`config.mk`:
```
export PLATFORM = sky130hd
export DESIGN_NAME = sorted_priority_queue
export DESIGN_NICKNAME = d
export VERILOG_FILES = /design/src/rtl/core/spq_pkg.sv /design/src/rtl/core/spq_cell.sv /design/src/rtl/core/sorted_priority_queue.sv
export SDC_FILE = /design/constraint.sdc
export NUM_CORES = 2
export LEC_CHECK = 0
export BUFFER_PORTS_ARGS = -buffer_cell sky130_fd_sc_hd__buf_2
export CAP_MARGIN = 0
export CORE_ASPECT_RATIO = 0.6
export CORE_MARGIN = 1
export CORE_UTILIZATION = 55
export CTS_BUF_LIST = sky130_fd_sc_hd__clkbuf_2
export DETAILED_ROUTE_END_ITERATION = 10
export PLACE_DENSITY = 0.78
export SLEW_MARGIN = 30
export SYNTH_ARGS = -nofsm -noshare
export SYNTH_HDL_FRONTEND = slang
export SYNTH_HIERARCHICAL = 1
export SYNTH_SLANG_ARGS = --single-unit
```
`constraint.sdc`:
```
create_clock -name aclk -period 12.2 [get_ports aclk]
set_clock_uncertainty 0.1 [all_clocks]
set_input_delay 1.22 -clock aclk [delete_from_list [all_inputs] [get_ports aclk]]
set_output_delay 1.22 -clock aclk [all_outputs]
set_load 0.05 [all_outputs]
```
`src/rtl/core/spq_pkg.sv`:
```
// ---------------------------------------------------------------------------
// spq_pkg
// Shared constants, result codes and cell control type for the sorted
// priority queue.
// ---------------------------------------------------------------------------
package spq_pkg;

    localparam int DATA_W        = 32;
    localparam int DEPTH_DEFAULT = 16;
    localparam int STATUS_W      = 2;

    localparam logic OP_INSERT = 1'b0;
    localparam logic OP_DELETE = 1'b1;

    localparam logic [STATUS_W-1:0] STATUS_DONE      = 2'd0;
    localparam logic [STATUS_W-1:0] STATUS_OVERFLOW  = 2'd1;
    localparam logic [STATUS_W-1:0] STATUS_EMPTY     = 2'd2;
    localparam logic [STATUS_W-1:0] STATUS_NOT_FOUND = 2'd3;

    typedef struct packed {
        logic capture;
        logic apply;
        logic del;
    } spq_ctrl_t;

endpackage

```
`src/rtl/core/spq_cell.sv`:
```
// ---------------------------------------------------------------------------
// spq_cell
// One slot of the sorted row: holds an entry, compares it with the operand
// and shifts toward either neighbor when the row is updated.
// ---------------------------------------------------------------------------
module spq_cell (
    input  logic                      aclk,
    input  spq_pkg::spq_ctrl_t        ctrl,
    input  logic                      valid_in,
    input  logic [spq_pkg::DATA_W-1:0] cmp_value,
    input  logic [spq_pkg::DATA_W-1:0] ins_value,
    input  logic                      left_ge,
    input  logic [spq_pkg::DATA_W-1:0] left_data,
    input  logic [spq_pkg::DATA_W-1:0] right_data,
    output logic [spq_pkg::DATA_W-1:0] data,
    output logic [spq_pkg::DATA_W-1:0] data_next,
    output logic                      ge,
    output logic                      eq
);

    logic [spq_pkg::DATA_W-1:0] data_reg;
    logic                       ge_reg;
    logic                       eq_reg;

    always_comb begin
        data_next = data_reg;
        if (ctrl.apply && ge_reg) begin
            if (ctrl.del) begin
                data_next = right_data;
            end else if (left_ge) begin
                data_next = left_data;
            end else begin
                data_next = ins_value;
            end
        end
    end

    always_ff @(posedge aclk) begin
        data_reg <= data_next;
        if (ctrl.capture) begin
            ge_reg <= !valid_in || ($signed(cmp_value) >= $signed(data_reg));
            eq_reg <= valid_in && (cmp_value == data_reg);
        end
    end

    assign data = data_reg;
    assign ge   = ge_reg;
    assign eq   = eq_reg;

endmodule

```
`src/rtl/core/sorted_priority_queue.sv`:
```
// timing: an accepted transaction is compared in the cells on capture (ST_IDLE), then shifted and its result
// registered in ST_APPLY; no new transaction is accepted until that update is done, and a stalled
// result holds the update
// reset: synchronous active-low aresetn empties the queue and clears the result valid flag;
// entry contents are not cleared, only the entry count
// ---------------------------------------------------------------------------
// sorted_priority_queue
// Descending sorted store built from a row of compare-and-shift cells with
// insert by priority and delete of the first matching entry.
// ---------------------------------------------------------------------------
module sorted_priority_queue #(
    parameter int DEPTH = spq_pkg::DEPTH_DEFAULT
) (
    input  logic                              aclk,
    input  logic                              aresetn,
    input  logic                              s_tvalid,
    output logic                              s_tready,
    input  logic [spq_pkg::DATA_W-1:0]        s_tdata,   // value
    input  logic                              s_tuser,   // operation
    output logic                              m_tvalid,
    input  logic                              m_tready,
    // status, count, top_value, zero fill
    output logic [((spq_pkg::STATUS_W + $clog2(DEPTH + 1) + spq_pkg::DATA_W + 7) / 8) * 8 - 1:0]
                                              m_tdata
);

    localparam int CNT_W   = $clog2(DEPTH + 1);
    localparam int PAY_W   = spq_pkg::STATUS_W + CNT_W + spq_pkg::DATA_W;
    localparam int TDATA_W = ((PAY_W + 7) / 8) * 8;

    localparam logic ST_IDLE  = 1'b0;
    localparam logic ST_APPLY = 1'b1;

    logic                        state_reg, state_next;
    logic [CNT_W-1:0]            held_reg, held_next;
    logic [spq_pkg::DATA_W-1:0]  value_reg;
    logic                        del_reg;
    logic                        m_tvalid_reg, m_tvalid_next;
    logic [spq_pkg::STATUS_W-1:0] m_status_reg, status;
    logic [CNT_W-1:0]            m_count_reg;
    logic [spq_pkg::DATA_W-1:0]  m_top_reg;

    logic [spq_pkg::DATA_W-1:0]  data_vec [DEPTH];
    logic [spq_pkg::DATA_W-1:0]  next_vec [DEPTH];
    logic [DEPTH-1:0]            ge_vec;
    logic [DEPTH-1:0]            eq_vec;

    spq_pkg::spq_ctrl_t          ctrl;
    logic                        accept, fire, found, full, empty;

    assign s_tready = (state_reg == ST_IDLE);
    assign accept   = s_tvalid && s_tready;
    assign fire     = (state_reg == ST_APPLY) && (!m_tvalid_reg || m_tready);
    assign found    = |eq_vec;
    assign full     = (held_reg == CNT_W'(DEPTH));
    assign empty    = (held_reg == '0);

    always_comb begin
        status = spq_pkg::STATUS_DONE;
        if (del_reg == spq_pkg::OP_DELETE) begin
            if (empty) begin
                status = spq_pkg::STATUS_EMPTY;
            end else if (!found) begin
                status = spq_pkg::STATUS_NOT_FOUND;
            end
        end else if (full) begin
            status = spq_pkg::STATUS_OVERFLOW;
        end
    end

    always_comb begin
        ctrl.capture = accept;
        ctrl.apply   = fire && (status == spq_pkg::STATUS_DONE);
        ctrl.del     = (del_reg == spq_pkg::OP_DELETE);
    end

    always_comb begin
        held_next = held_reg;
        if (ctrl.apply) begin
            held_next = ctrl.del ? held_reg - CNT_W'(1) : held_reg + CNT_W'(1);
        end
    end

    always_comb begin
        state_next = state_reg;
        unique case (state_reg)
            ST_IDLE: begin
                if (accept) begin
                    state_next = ST_APPLY;
                end
            end
            ST_APPLY: begin
                if (fire) begin
                    state_next = ST_IDLE;
                end
            end
            default: state_next = ST_IDLE;
        endcase
    end

    always_comb begin
        m_tvalid_next = m_tvalid_reg;
        if (fire) begin
            m_tvalid_next = 1'b1;
        end else if (m_tready) begin
            m_tvalid_next = 1'b0;
        end
    end

    for (genvar i = 0; i < DEPTH; i++) begin : g_cell
        logic                       left_ge;
        logic [spq_pkg::DATA_W-1:0] left_data;
        logic [spq_pkg::DATA_W-1:0] right_data;

        if (i == 0) begin : g_head
            assign left_ge   = 1'b0;
            assign left_data = value_reg;
        end else begin : g_body
            assign left_ge   = ge_vec[i-1];
            assign left_data = data_vec[i-1];
        end

        if (i == DEPTH - 1) begin : g_tail
            assign right_data = data_vec[i];
        end else begin : g_inner
            assign right_data = data_vec[i+1];
        end

        spq_cell u_cell (
            .aclk       (aclk),
            .ctrl       (ctrl),
            .valid_in   (CNT_W'(i) < held_reg),
            .cmp_value  (s_tdata),
            .ins_value  (value_reg),
            .left_ge    (left_ge),
            .left_data  (left_data),
            .right_data (right_data),
            .data       (data_vec[i]),
            .data_next  (next_vec[i]),
            .ge         (ge_vec[i]),
            .eq         (eq_vec[i])
        );
    end

    always_ff @(posedge aclk) begin
        if (!aresetn) begin
            state_reg    <= ST_IDLE;
            held_reg     <= '0;
            m_tvalid_reg <= 1'b0;
        end else begin
            state_reg    <= state_next;
            held_reg     <= held_next;
            m_tvalid_reg <= m_tvalid_next;
        end
    end

    always_ff @(posedge aclk) begin
        if (accept) begin
            value_reg <= s_tdata;
            del_reg   <= s_tuser;
        end
        if (fire) begin
            m_status_reg <= status;
            m_count_reg  <= held_next;
            m_top_reg    <= (held_next == '0) ? '0 : next_vec[0];
        end
    end

    assign m_tvalid = m_tvalid_reg;
    assign m_tdata  = TDATA_W'({m_top_reg, m_count_reg, m_status_reg});

`ifndef SYNTHESIS
    a_held_bound: assert property (@(posedge aclk) disable iff (!aresetn)
        held_reg <= CNT_W'(DEPTH))
        else $error("entry count exceeds depth");

    a_accept_to_apply: assert property (@(posedge aclk) disable iff (!aresetn)
        accept |=> (state_reg == ST_APPLY))
        else $error("accepted transaction did not reach update cycle");

    a_empty_top_zero: assert property (@(posedge aclk) disable iff (!aresetn)
        (m_tvalid_reg && (m_count_reg == '0)) |-> (m_top_reg == '0))
        else $error("nonzero top value on empty queue");

    a_overflow_full: assert property (@(posedge aclk) disable iff (!aresetn)
        (m_tvalid_reg && (m_status_reg == spq_pkg::STATUS_OVERFLOW))
            |-> (m_count_reg == CNT_W'(DEPTH)))
        else $error("overflow reported while not full");

    a_fire_result: assert property (@(posedge aclk) disable iff (!aresetn)
        fire |=> m_tvalid_reg)
        else $error("update cycle produced no result");
`endif

endmodule

```
==> flow_summary.json <==
{
  "synth_edf_count": 104,
  "muxShareOfSynthArea_pct": 11.83,
  "final-max-slew-violation-count": 0,
  "startpoint_type": "flop",
  "critPathLaunch": "del_reg",
  "chipHeight_microns": 219.9,
  "cp_max_fo": 178,
  "wl_microns": 119300,
  "detail-route-antenna-nets": 0,
  "nNetsFinal": 6069,
  "cts_tree": "yes",
  "path_clk_slew_ns": 0.13,
  "area_growth_pct": 5.492,
  "synth-main-ff-cell": "dfxtp_1",
  "vdd_drop_max_uv": 147.5,
  "grt_use_total_pct": 29.07,
  "ys_types": 54,
  "die_w_microns": 365.1,
  "hp-class": "input port to flop",
  "layout-drive-gt1-share_pct": 8.298,
  "drt_first_pass_iters": 7,
  "fin_crit_sh_pct": 34.81,
  "synth-xor-area-share_pct": 0.1006,
  "num-fill-cells": 7023,
  "numCtsBuffers": 151,
  "leakage_nw": 20.48,
  "cts_max_level": 4,
  "route.detailed.drc": 0,
  "fin_crit_ns": 4.247,
  "tightest_slew_ns": 1.071,
  "wl_per_cell_microns": 17.84,
  "grt_max_degree": 273,
  "core-area_sq_um": 77890,
  "yosysSeqAreaShare_pct": 31.05,
  "overflow": 0,
  "reg2reg_from": "del_reg",
  "via_per_inst": 5.858,
  "synth_area_leaders": "dfxtp_1 (24%), ha_1 (15%), mux2i_1 (12%)",
  "postLayoutCellArea_sq_um": 45910,
  "maxCapViolations": 0,
  "rows": 79,
  "grt_antenna_before_repair": 2,
  "cts_root_buf": "clkbuf_2",
  "port_buffers": 77,
  "vias": 39180,
  "endpoint_kind": "flop",
  "grt_pass1_vias": 35940,
  "rsz0062_at_grt": "no",
  "drtIter0Drc": 3973,
  "crit_required_ns": 13.26,
  "place_hpwl_microns": 88780,
  "start_util_pct": 55.87,
  "max_slew_margin_pct": 27.97,
  "synth_top_area_cell": "dfxtp_1",
  "ctsLongestPathBuffers": 3,
  "async_flop_share_pct": 0,
  "synth_compound_area_share_pct": 19.00,
  "post_dp_cell_area_sq_um": 44410,
  "final_hold_viol_count": 0,
  "netlist_instances": 5539,
  "powerDensity_nw_per_um2": 207.9,
  "post_cts_buffers": 0,
  "clock_latency_ns": 1.35,
  "cts.sinks": 623,
  "dieArea_sq_um": 80280,
  "yosysWarnings": 6,
  "grt_pass1_wl_microns": 189000,
  "ys_seq_elements": 623,
  "status": "completed",
  "synthAdderAreaFrac_pct": 14.84,
  "timing.fmax_mhz": 235.5,
  "synth_top_family_by_area": "compound AO/OA/AOI/OAI gates",
  "tns_ns": 0,
  "critical_path_class": "flop to flop",
  "cts_resized": 0,
  "syn_area_per_cell_sq_um": 7.856,
  "setup_viol": 0,
  "yosys.area.top_type_share_pct": 23.88,
  "critPathArrivalTime_ns": 5.30,
  "io-pin-count": 79,
  "hp-start": "s_tdata[0]",
  "syn_area_sq_um": 43520,
  "gp_congestion": 0.8845,
  "synth-simple-area-share_pct": 15.56,
  "largest_reg_flops": 512
}
## final timing paths
path | end | depth (start not counted) | slack (ns)
setup / recovery | g_cell[14].u_cell/data[30] | 8 | 7.95
hold / removal | g_cell[0].left_data[0] | 1 | 0.23
setup reg to reg | g_cell[14].u_cell/data[30] | 8 | 7.95
hold reg to reg | g_cell[12].u_cell/data[24] | 2 | 0.40
## synthesized netlist by cell type, types with 2 or more instances
library cell / n
a2111o_1: 16
a21boi_1: 17
a21o_1: 48
a21oi_1: 675
a21oi_2: 32
a221o_1: 32
and2_1: 6
and4_1: 17
buf_1: 48
buf_2: 55
buf_4: 4
buf_6: 6
clkbuf_1: 183
dfxtp_1: 519
edfxtp_1: 104
ha_1: 516
inv_1: 552
mux2i_1: 513
nand2_1: 650
nand2b_1: 5
nand3_1: 113
nand4_1: 100
nand4b_1: 16
nor2_1: 565
nor2b_1: 18
nor2b_2: 16
nor3_1: 18
nor4_1: 36
o211ai_1: 16
o21ai_0: 534
o21ai_1: 33
o21bai_1: 5
o22ai_1: 23
o22ai_2: 9
o31a_4: 16
or3_1: 2
xnor2_1: 4
## cell families (layout without fill, tap and decap cells)
logic type | after synthesis | count (layout)
other | 1 | 9
buffers and inverters | 848 | 936
and+or+nand+nor | 1567 | 1567
AOI/OAI and AO/OA | 1465 | 1465
DFF | 623 | 623
muxes | 514 | 514
adders and majority gates | 516 | 516
xor gates and xnor gates | 5 | 5
## cell usage in the layout (no fill, tap or decap), types with 4 or more instances in the layout
cell / instances
a21boi_1: 17
nor4_2: 14
edfxtp_1: 104
nand2_1: 634
nand2b_1: 5
nand4_1: 100
a21oi_2: 32
nor2_1: 565
dlygate4sd3_1: 4
o21ai_0: 534
diode_2: 7
a2111o_1: 16
o22ai_2: 9
dfxtp_1: 519
a221o_1: 32
nor2b_1: 17
and2_1: 5
buf_4: 31
o31a_4: 16
nand2_4: 16
nand4b_1: 16
xnor2_1: 4
nor3_1: 18
nor4_1: 22
inv_1: 551
a21oi_1: 675
o21bai_1: 5
ha_1: 516
o211ai_1: 16
and4_1: 17
buf_2: 77
clkinv_2: 4
clkinv_1: 28
mux2i_1: 513
o22ai_1: 23
clkbuf_2: 231
o21ai_1: 32
nand3_1: 113
a21o_1: 48
nor2b_2: 16
## layout make-up
type                       count  area, sq um  area share, %
clock buffer                 231         1156          2.518
sequential                   623        13510          29.44
tap                         1053         1318          2.870
antenna                        7        17.52        0.03816
timing repair buffer         119        774.5          1.687
multi-input combinational   4069        26920          58.65
clock inverter                34        132.6         0.2889
inverter                     552         2072          4.514
## worst max-delay path, stage by stage, from the launching register on
cell and delay, ns:
edfxtp_1 0.34, buf_4 0.64, buf_6 0.74, buf_6 0.72, buf_12 0.44, buf_16 0.49, nor2_1 0.11, a21oi_1 0.14
o21ai_0 0.12
## power breakdown
group	total, W	internal, W	switching [W]
Clock	0.00142	0.000496	0.000927
Sequential	0.00382	0.00294	0.000884
Combinational	0.00430	0.00179	0.00251
## metrics by stage
step	power, W	cells	setup WS, ns	util, %	hold WS, ns
final	0.009543	6688	7.953	58.94	0.2283
after global routing	0.01040	6687	7.633	58.93	0.1208
after CTS	0.009444	6679	7.793	58.72	0.09847
after detailed placement	0.008008	6410	7.838	57.02	0.3866
after global placement	0.007729	6410	7.359	56.92	0.3789
after floorplan	0.006797	5540	7.527	-	0.3653
## per-layer routing
metal  vias up  GRT usage (%)  routed length, microns  share of wire [%]
li1      19310              -                       -                  -
met1     18180          44.46                   58320                 49
met2      1535          41.43                   48000                 40
met3       154          5.223                   11380                9.5
met4         0          7.057                    1646                1.4
met5         -              0                       0                  0
## timing repair
item / 4_1_cts / 5_1_grt
endpoints found under the hold margin: 8 / 0
setup endpoints to repair: 0 / 0
hold buffers: 4 / 0
No activity file was read; power rests on OpenSTA's default activity.
